File: src/rtl/ccr_pkg.sv
`timescale 1ns / 1ps
// ----------------------------------------------------------------------------
// ccr_pkg - shared definitions for the concentric circle rasteriser
// Coordinate and decision widths, stream layouts, request codes and the
// fixed octant colour table.
// ----------------------------------------------------------------------------
package ccr_pkg;

	// coordinate width of centre, radius, ring count and loop variables
	localparam int CW = 11;
	// decision variable width (signed)
	localparam int DEC_W = CW + 3;
	// output pixel coordinate width (signed, wraps)
	localparam int PIX_W = 13;
	localparam int COLOR_W = 24;
	// working width for pixel sums before wrapping to PIX_W
	localparam int PIX_CALC_W = (CW + 2 > PIX_W) ? CW + 2 : PIX_W;

	// stream data widths, padded to whole bytes
	localparam int IN_FIELDS_W = 4 * CW;
	localparam int IN_DATA_W = ((IN_FIELDS_W + 7) / 8) * 8;
	localparam int OUT_FIELDS_W = 2 * PIX_W + COLOR_W;
	localparam int OUT_DATA_W = ((OUT_FIELDS_W + 7) / 8) * 8;

	localparam logic signed [DEC_W-1:0] DEC_ONE = DEC_W'(1);

	// request kind carried in tuser
	localparam logic REQ_ADVANCE = 1'b0;
	localparam logic REQ_START = 1'b1;

	// number of pixels per iteration minus one
	localparam logic [2:0] LAST_PIX = 3'd7;

	// iteration snapshot handed to the pixel emitter
	typedef struct packed {
		logic [CW-1:0] cx;
		logic [CW-1:0] cy;
		logic [CW-1:0] x;
		logic [CW-1:0] y;
		logic          done;
	} pix_ctx_t;

	// fixed colour of each octant pixel, in emission order
	function automatic logic [COLOR_W-1:0] pix_color(input logic [2:0] idx);
		logic [COLOR_W-1:0] c;
		unique case (idx)
			3'd0: c = 24'hFF0000;
			3'd1: c = 24'hF9429E;
			3'd2: c = 24'hFFFFFF;
			3'd3: c = 24'hF9429E;
			3'd4: c = 24'hFFFFFF;
			3'd5: c = 24'hF9FF9C;
			3'd6: c = 24'h0000FF;
			3'd7: c = 24'h00FF00;
			default: c = '0;
		endcase
		return c;
	endfunction

endpackage

File: src/rtl/concentric_circle_rasterizer_top.sv
`timescale 1ns / 1ps
// ----------------------------------------------------------------------------
// concentric_circle_rasterizer_top - nested ring circle rasteriser
// Andres-style circle stepping over a sequence of shrinking rings.
// ----------------------------------------------------------------------------
// Usage:
//  s_axis carries requests. tuser = 1 starts a drawing: tdata gives the
//  centre, the outer radius and the number of further inner rings. A start
//  produces no pixels and restarts any drawing in progress. tuser = 0 runs
//  one iteration of the current ring; while idle it is dropped silently.
//  m_axis carries pixels: eight per iteration, tlast on the eighth, tuser
//  on the eighth pixel of the final iteration of the whole drawing.
// Ordering and throughput:
//  an advance transaction updates the loop state in the cycle it is taken
//  and loads the emitter snapshot; its pixels then pass through the output
//  register to m_axis, one pixel each cycle while m_axis_tready is high.
//  The pixel emitter (one octant per cycle unless stalled) sets the rate;
//  starts and idle advances are taken while it is free, and the next
//  transaction is taken as the current eighth pixel enters the output register.
// Reset: arst_n clears all loop state; the block comes up idle and empty.
// Stall: when m_axis_tready is low the output register holds its pixel,
//  the emitter waits and s_axis_tready stays low until the eighth pixel of
//  the iteration has entered the output register.
// ----------------------------------------------------------------------------
module concentric_circle_rasterizer_top (
	input  logic                           clk,
	input  logic                           arst_n,
	// request stream
	input  logic                           s_axis_tvalid,
	output logic                           s_axis_tready,
	// center_x, center_y, radius, ring_count (lowest first), zero padded
	input  logic [ccr_pkg::IN_DATA_W-1:0]  s_axis_tdata,
	// req_type
	input  logic                           s_axis_tuser,
	// pixel stream
	output logic                           m_axis_tvalid,
	input  logic                           m_axis_tready,
	// pixel_x, pixel_y, color (lowest first), zero padded
	output logic [ccr_pkg::OUT_DATA_W-1:0] m_axis_tdata,
	// last_of_step
	output logic                           m_axis_tlast,
	// drawing_done
	output logic                           m_axis_tuser
);

	localparam int CW = ccr_pkg::CW;
	localparam int DEC_W = ccr_pkg::DEC_W;
	localparam int PIX_W = ccr_pkg::PIX_W;
	localparam int PCW = ccr_pkg::PIX_CALC_W;
	localparam int COLOR_W = ccr_pkg::COLOR_W;
	localparam int OUT_PAD_W = ccr_pkg::OUT_DATA_W - ccr_pkg::OUT_FIELDS_W;

	// loop state
	logic [CW-1:0]           step_x_q;
	logic [CW-1:0]           step_y_q;
	logic signed [DEC_W-1:0] decision_q;
	logic [CW-1:0]           ring_radius_q;
	logic [CW-1:0]           rings_left_q;
	logic [CW-1:0]           origin_x_q;
	logic [CW-1:0]           origin_y_q;
	logic                    active_q;

	// pixel emitter
	ccr_pkg::pix_ctx_t ctx_q;
	logic              ctx_valid_q;
	logic [2:0]        pix_idx_q;

	// output register
	logic                    out_valid_q;
	logic [PIX_W-1:0]        out_px_q;
	logic [PIX_W-1:0]        out_py_q;
	logic [COLOR_W-1:0]      out_color_q;
	logic                    out_last_q;
	logic                    out_done_q;

	// request fields
	logic [CW-1:0] in_cx;
	logic [CW-1:0] in_cy;
	logic [CW-1:0] in_radius;
	logic [CW-1:0] in_rings;

	logic in_acc;
	logic start_go;
	logic adv_go;
	logic out_load;
	logic ctx_free;

	// iteration update
	logic signed [DEC_W-1:0] x_ext;
	logic signed [DEC_W-1:0] y_ext;
	logic signed [DEC_W-1:0] r_ext;
	logic signed [DEC_W-1:0] two_x;
	logic signed [DEC_W-1:0] two_ry;
	logic signed [DEC_W-1:0] d_new;
	logic signed [DEC_W-1:0] x_new;
	logic signed [DEC_W-1:0] y_new;
	logic                    ring_end;
	logic                    next_ring;
	logic [CW-1:0]           radius_dec;

	// pixel selection
	logic signed [PCW-1:0] cx_e;
	logic signed [PCW-1:0] cy_e;
	logic signed [PCW-1:0] x_e;
	logic signed [PCW-1:0] y_e;
	logic signed [PCW-1:0] px_sum;
	logic signed [PCW-1:0] py_sum;

	assign in_cx     = s_axis_tdata[CW-1:0];
	assign in_cy     = s_axis_tdata[2*CW-1:CW];
	assign in_radius = s_axis_tdata[3*CW-1:2*CW];
	assign in_rings  = s_axis_tdata[4*CW-1:3*CW];

	// handshake
	assign out_load      = ctx_valid_q && (!out_valid_q || m_axis_tready);
	assign ctx_free      = !ctx_valid_q || (out_load && (pix_idx_q == ccr_pkg::LAST_PIX));
	assign s_axis_tready = ctx_free;
	assign in_acc        = s_axis_tvalid && s_axis_tready;
	assign start_go      = in_acc && (s_axis_tuser == ccr_pkg::REQ_START);
	assign adv_go        = in_acc && (s_axis_tuser == ccr_pkg::REQ_ADVANCE) && active_q;

	// three-way update of d, x and y plus the end of ring test
	always_comb begin
		x_ext  = signed'(DEC_W'(step_x_q));
		y_ext  = signed'(DEC_W'(step_y_q));
		r_ext  = signed'(DEC_W'(ring_radius_q));
		two_x  = x_ext <<< 1;
		two_ry = (r_ext - y_ext) <<< 1;
		priority if (decision_q >= two_x) begin
			d_new = decision_q - two_x - ccr_pkg::DEC_ONE;
			x_new = x_ext + ccr_pkg::DEC_ONE;
			y_new = y_ext;
		end else if (decision_q < two_ry) begin
			d_new = decision_q + (y_ext <<< 1) - ccr_pkg::DEC_ONE;
			x_new = x_ext;
			y_new = y_ext - ccr_pkg::DEC_ONE;
		end else begin
			d_new = decision_q + ((y_ext - x_ext - ccr_pkg::DEC_ONE) <<< 1);
			x_new = x_ext + ccr_pkg::DEC_ONE;
			y_new = y_ext - ccr_pkg::DEC_ONE;
		end
		ring_end   = y_new < x_new;
		next_ring  = (ring_radius_q != '0) && (rings_left_q != '0);
		radius_dec = ring_radius_q - CW'(1);
	end

	// loop state registers
	always_ff @(posedge clk or negedge arst_n) begin
		if (!arst_n) begin
			step_x_q      <= '0;
			step_y_q      <= '0;
			decision_q    <= '0;
			ring_radius_q <= '0;
			rings_left_q  <= '0;
			origin_x_q    <= '0;
			origin_y_q    <= '0;
			active_q      <= 1'b0;
		end else if (start_go) begin
			origin_x_q    <= in_cx;
			origin_y_q    <= in_cy;
			ring_radius_q <= in_radius;
			rings_left_q  <= in_rings;
			step_x_q      <= '0;
			step_y_q      <= in_radius;
			decision_q    <= signed'(DEC_W'(in_radius)) - ccr_pkg::DEC_ONE;
			active_q      <= 1'b1;
		end else if (adv_go) begin
			if (ring_end && next_ring) begin
				// start the next inner ring
				ring_radius_q <= radius_dec;
				rings_left_q  <= rings_left_q - CW'(1);
				step_x_q      <= '0;
				step_y_q      <= radius_dec;
				decision_q    <= signed'(DEC_W'(radius_dec)) - ccr_pkg::DEC_ONE;
			end else begin
				step_x_q   <= x_new[CW-1:0];
				step_y_q   <= y_new[CW-1:0];
				decision_q <= d_new;
				if (ring_end) begin
					active_q <= 1'b0;
				end
			end
		end
	end

	// emitter control
	always_ff @(posedge clk or negedge arst_n) begin
		if (!arst_n) begin
			ctx_valid_q <= 1'b0;
			pix_idx_q   <= '0;
		end else if (adv_go) begin
			ctx_valid_q <= 1'b1;
			pix_idx_q   <= '0;
		end else if (out_load) begin
			pix_idx_q <= pix_idx_q + 3'd1;
			if (pix_idx_q == ccr_pkg::LAST_PIX) begin
				ctx_valid_q <= 1'b0;
			end
		end
	end

	// iteration snapshot (payload, no reset)
	always_ff @(posedge clk) begin
		if (adv_go) begin
			ctx_q.cx   <= origin_x_q;
			ctx_q.cy   <= origin_y_q;
			ctx_q.x    <= step_x_q;
			ctx_q.y    <= step_y_q;
			ctx_q.done <= ring_end && !next_ring;
		end
	end

	// octant pixel of the current index
	always_comb begin
		cx_e = signed'(PCW'(ctx_q.cx));
		cy_e = signed'(PCW'(ctx_q.cy));
		x_e  = signed'(PCW'(ctx_q.x));
		y_e  = signed'(PCW'(ctx_q.y));
		unique case (pix_idx_q)
			3'd0: begin px_sum = cx_e + x_e; py_sum = cy_e + y_e; end
			3'd1: begin px_sum = cx_e + y_e; py_sum = cy_e + x_e; end
			3'd2: begin px_sum = cx_e - x_e; py_sum = cy_e + y_e; end
			3'd3: begin px_sum = cx_e - y_e; py_sum = cy_e + x_e; end
			3'd4: begin px_sum = cx_e + x_e; py_sum = cy_e - y_e; end
			3'd5: begin px_sum = cx_e + y_e; py_sum = cy_e - x_e; end
			3'd6: begin px_sum = cx_e - x_e; py_sum = cy_e - y_e; end
			3'd7: begin px_sum = cx_e - y_e; py_sum = cy_e - x_e; end
			default: begin px_sum = '0; py_sum = '0; end
		endcase
	end

	// output register valid
	always_ff @(posedge clk or negedge arst_n) begin
		if (!arst_n) begin
			out_valid_q <= 1'b0;
		end else if (out_load) begin
			out_valid_q <= 1'b1;
		end else if (m_axis_tready) begin
			out_valid_q <= 1'b0;
		end
	end

	// output register payload
	always_ff @(posedge clk) begin
		if (out_load) begin
			out_px_q    <= px_sum[PIX_W-1:0];
			out_py_q    <= py_sum[PIX_W-1:0];
			out_color_q <= ccr_pkg::pix_color(pix_idx_q);
			out_last_q  <= (pix_idx_q == ccr_pkg::LAST_PIX);
			out_done_q  <= (pix_idx_q == ccr_pkg::LAST_PIX) && ctx_q.done;
		end
	end

	assign m_axis_tvalid = out_valid_q;
	assign m_axis_tdata  = {{OUT_PAD_W{1'b0}}, out_color_q, out_py_q, out_px_q};
	assign m_axis_tlast  = out_last_q;
	assign m_axis_tuser  = out_done_q;

endmodule
File: config.mk
export PLATFORM = sky130hd
export DESIGN_NAME = concentric_circle_rasterizer_top
export DESIGN_NICKNAME = d
export VERILOG_FILES = /design/src/rtl/ccr_pkg.sv /design/src/rtl/concentric_circle_rasterizer_top.sv
export SDC_FILE = /design/constraint.sdc
export NUM_CORES = 1
export LEC_CHECK = 0
export ABC_CLOCK_PERIOD_IN_PS = 17300
export BUFFER_PORTS_ARGS = -buffer_cell sky130_fd_sc_hd__buf_2
export CORE_MARGIN = 4
export CORE_UTILIZATION = 45
export DETAILED_ROUTE_END_ITERATION = 10
export HOLD_SLACK_MARGIN = 0.15
export PLACE_DENSITY = 0.66
export RECOVER_POWER = 100
export REMOVE_ABC_BUFFERS = 1
export SYNTH_ARGS = -nofsm -noshare
export SYNTH_HDL_FRONTEND = slang
export SYNTH_SLANG_ARGS = --single-unit
export TNS_END_PERCENT = 50
File: constraint.sdc
create_clock -name clk -period 17.3 [get_ports clk]
set_input_delay 1.73 -clock clk [delete_from_list [all_inputs] [get_ports clk]]
set_output_delay 1.73 -clock clk [all_outputs]
set_load 0.1 [all_outputs]
==> out/summary.log <==
INFO  status         status=finished, violations left
INFO  status         violations=max-capacitance violations, max-slew violations
INFO  floorplan      dieHeight=187um
INFO  floorplan      initial_core_util=45.7%
INFO  routing        dr.first_iter.drc_count=765
INFO  final_layout   final_net_count=1965
INFO  routing        remaining_drcs=0
INFO  synth          ys_seq_area_share=31.5%
INFO  synth          post-synth-top-area-cell=sky130_fd_sc_hd__edfxtp_1
INFO  routing        final_antenna_net_count=0
INFO  timing         post-route-period-util=63.9%
INFO  final_layout   most-common-layout-cells=195 x sky130_fd_sc_hd__nand2_1, 175 x sky130_fd_sc_hd__ha_1, 173 x sky130_fd_sc_hd__inv_1
INFO  setup_path     critPathLaunchType=flop
INFO  floorplan      coreArea=31600squm
INFO  final_layout   drive_above_1_share=5.75%
INFO  placed_design  gp_congestion=0.938
INFO  synth          synth_async_sr_flop_share=51.8%
INFO  routing        vias_per_cell=5.72
INFO  setup_path     worst-setup-path-type=reg -> reg
INFO  synth          netlist_area=14400squm
INFO  placed_design  placedCellCount=2109
INFO  routing        drt_wl_cell=18.2um
INFO  cts            clock_path_buffers=2
INFO  timing         fin_tns_setup=0ns
INFO  setup_path     worst_path_required_time=17.54ns
INFO  timing         final-max-slew-violation-count=342
INFO  timing         fin_crit=11.06ns
INFO  cts            clock_tree.root_cell=sky130_fd_sc_hd__clkbuf_16
INFO  final_layout   commonest_non_fill_non_tap_cell_in_the_layout=sky130_fd_sc_hd__nand2_1
INFO  timing         final_hold_viol_count=0
INFO  cts            cts_made_buffers=17
INFO  cts            cts_tree=done
INFO  placed_design  port_buffers=102
INFO  cts            cts-htree-levels=4
INFO  timing         setup_viol_count_final=0
INFO  routing        pre_repair_dr_iteration_count=5
INFO  final_layout   antenna_cells=0
INFO  cts            cts.repair_timing.setup_buffer_count=0
INFO  timing         highest_clock_rate=90.4MHz
INFO  floorplan      num_io_pins=113
INFO  synth          post_synth_top_flop=sky130_fd_sc_hd__dfrtp_1
INFO  setup_path     cp_data_arrival_time=11.31ns
INFO  cts            clock_insertion_delay_worst_skew=0.45ns
INFO  global_routing antenna_found_initial=0
INFO  synth          number_of_unique_standard_cell_types_used_by_synthesis=73
INFO  synth          synth_warnings=0
INFO  timing         setup_slack=6.24ns
INFO  global_routing grtUsageTotal=22.1%
INFO  floorplan      number_of_placement_rows=65
INFO  timing         clock_skew_after_layout=0.0107ns
INFO  global_routing via_count_of_the_first_global_routing_pass=12200
INFO  cts            cts.sink_count=166
INFO  placed_design  dp_worst_setup_slack=8.34ns
INFO  setup_path     slowest_stage=sky130_fd_sc_hd__o21ai_0
INFO  routing        num_vias=12200
INFO  synth          syn_inst=1663
INFO  job            timing.max_cap.violations=8
INFO  worst_hold_path worstHoldPathType=reg -> reg
INFO  synth          post_synth_main_area_contributors=sky130_fd_sc_hd__edfxtp_1 17%, sky130_fd_sc_hd__ha_1 15%, sky130_fd_sc_hd__dfrtp_1 15%, sky130_fd_sc_hd__xnor2_1 6.6%, sky130_fd_sc_hd__nand2_1 5.1%
INFO  timing         slew_headroom=-158%
INFO  floorplan      die_area=35000squm
INFO  final_layout   final_cell_count_no_fill=2141
INFO  setup_path     cp_slowest_stage_delay=1.68ns
INFO  setup_path     worst-path-max-fanout=23
INFO  setup_path     worstSetupEndpointType=flop
INFO  final_layout   area_growth_syn_to_layout=8.56%
INFO  global_routing grt_start_max_net_pins=82
INFO  synth          avgSynthCellArea=8.69squm
INFO  floorplan      die_x=187um
INFO  timing         grt_setup_unrepaired=no
INFO  cts            clk_transition_reported_paths=0.07ns
INFO  global_routing globalRoute.totalOverflow=0
INFO  timing         worst-slew-pin-transition=3.87ns
INFO  worst_hold_path whs_path_depth=0
INFO  cts            postCtsResizedCells=0
INFO  cts            hold_buffers=0
INFO  setup_path     r2r_cells=36
INFO  synth          synth-edff-count=80
INFO  routing        detailed_route_wire_length=38900um
INFO  synth          flip_flop_and_latch_count_after_synthesis=166
INFO  placed_design  dp_hpwl=29800um
INFO  synth          synthDominantCellAreaShare=16.6%
INFO  setup_path     critical-path-top-cell-by-count=sky130_fd_sc_hd__nand2_1
INFO  global_routing grt_pass1_wl=62800um
-- logic make-up after synthesis --
family / share of synthesized area [%]
other cells: 0.0260
simple gates: 14.0
xor+xnor: 8.60
mux: 1.20
compound gates: 20.6
flops: 31.5
fa+ha+maj: 16.8
buf+inv: 7.34
-- synth_stat cells (all sizes together), types with 14 or more instances --
| library cell | number |
|---|---|
| nand2 | 196 |
| ha | 175 |
| inv | 174 |
| a21oi | 122 |
| o21ai | 117 |
| xnor2 | 110 |
| dfrtp | 86 |
| edfxtp | 80 |
| nor2 | 76 |
| clkbuf | 41 |
| nor3 | 40 |
| buf | 34 |
| xor2 | 31 |
| nand3 | 30 |
| a21o | 29 |
| o21bai | 24 |
| nand2b | 20 |
| nor2b | 18 |
| o211ai | 18 |
| o22ai | 17 |
| a211oi | 16 |
| o221ai | 16 |
| o21a | 15 |
| mux2i | 14 |
-- path summary, 6_finish.rpt --
kind	slack [ns]	end	start
max reg2reg	6.24	step_y_q[5]	ring_radius_q[0]
max	6.24	step_y_q[5]	ring_radius_q[0]
min	0.45	ctx_q[43]	origin_x_q[9]
min reg2reg	0.45	ctx_q[43]	origin_x_q[9]
max in group asynchronous	11.61	origin_x_q[8]	arst_n
min in group asynchronous	1.93	rings_left_q[2]	arst_n
-- critical path: cells and delay by family, from the launching register on --
kind                     cells  cell delay [ns]
adder cells (fa/ha/maj)      5             1.63
AND/OR/NAND/NOR             12             2.97
AO/OA/AOI/OAI               14             4.85
flip-flops                   1             0.50
buffers and inverters        3             0.65
XOR/XNOR                     2             0.26
-- registers in the layout (all words and copies together) (netlist names) --
name,flops
out_py_q,13
m_axis_tvalid,1
out_color_q,7
step_x_q,11
m_axis_tlast,1
rings_left_q,11
decision_q,14
out_px_q,13
active_q,1
step_y_q,11
m_axis_tuser,1
ctx_q,45
origin_y_q,11
ring_radius_q,11
origin_x_q,11
ctx_valid_q,1
pix_idx_q,3
-- routing by layer --
metal,wire length (um),global-route usage [%],part of all wire [%],up-vias
met2,18100,37.4,47,389
met4,1620,8.96,4.2,0
met3,2080,3.15,5.3,84
li1,-,-,-,6006
met1,17100,28.5,44,5759
met5,0,0,0,-
-- layout make-up --
type | instances | area, sq um
inverter | 175 | 657
multi-input combinational | 1252 | 8850
timing repair buffer | 114 | 505
sequential | 166 | 4550
clock buffer | 18 | 439
fill | 2999 | 16000
tap | 402 | 503
clock inverter | 14 | 171
-- metrics by stage --
stage               utilization, %  cell area [sq um]  hold slack (ns)
finish                        49.6              15700            0.448
global route                  49.6              15700            0.461
CTS                           49.9              15800            0.448
detailed placement            48.0              15200            0.433
global placement              48.0              15200            0.429
floorplan                        -              14100            0.425
Power is left out: the tool's default activity adds up to more than one toggle a clock period on the data nets, which glitch-free logic cannot reach.
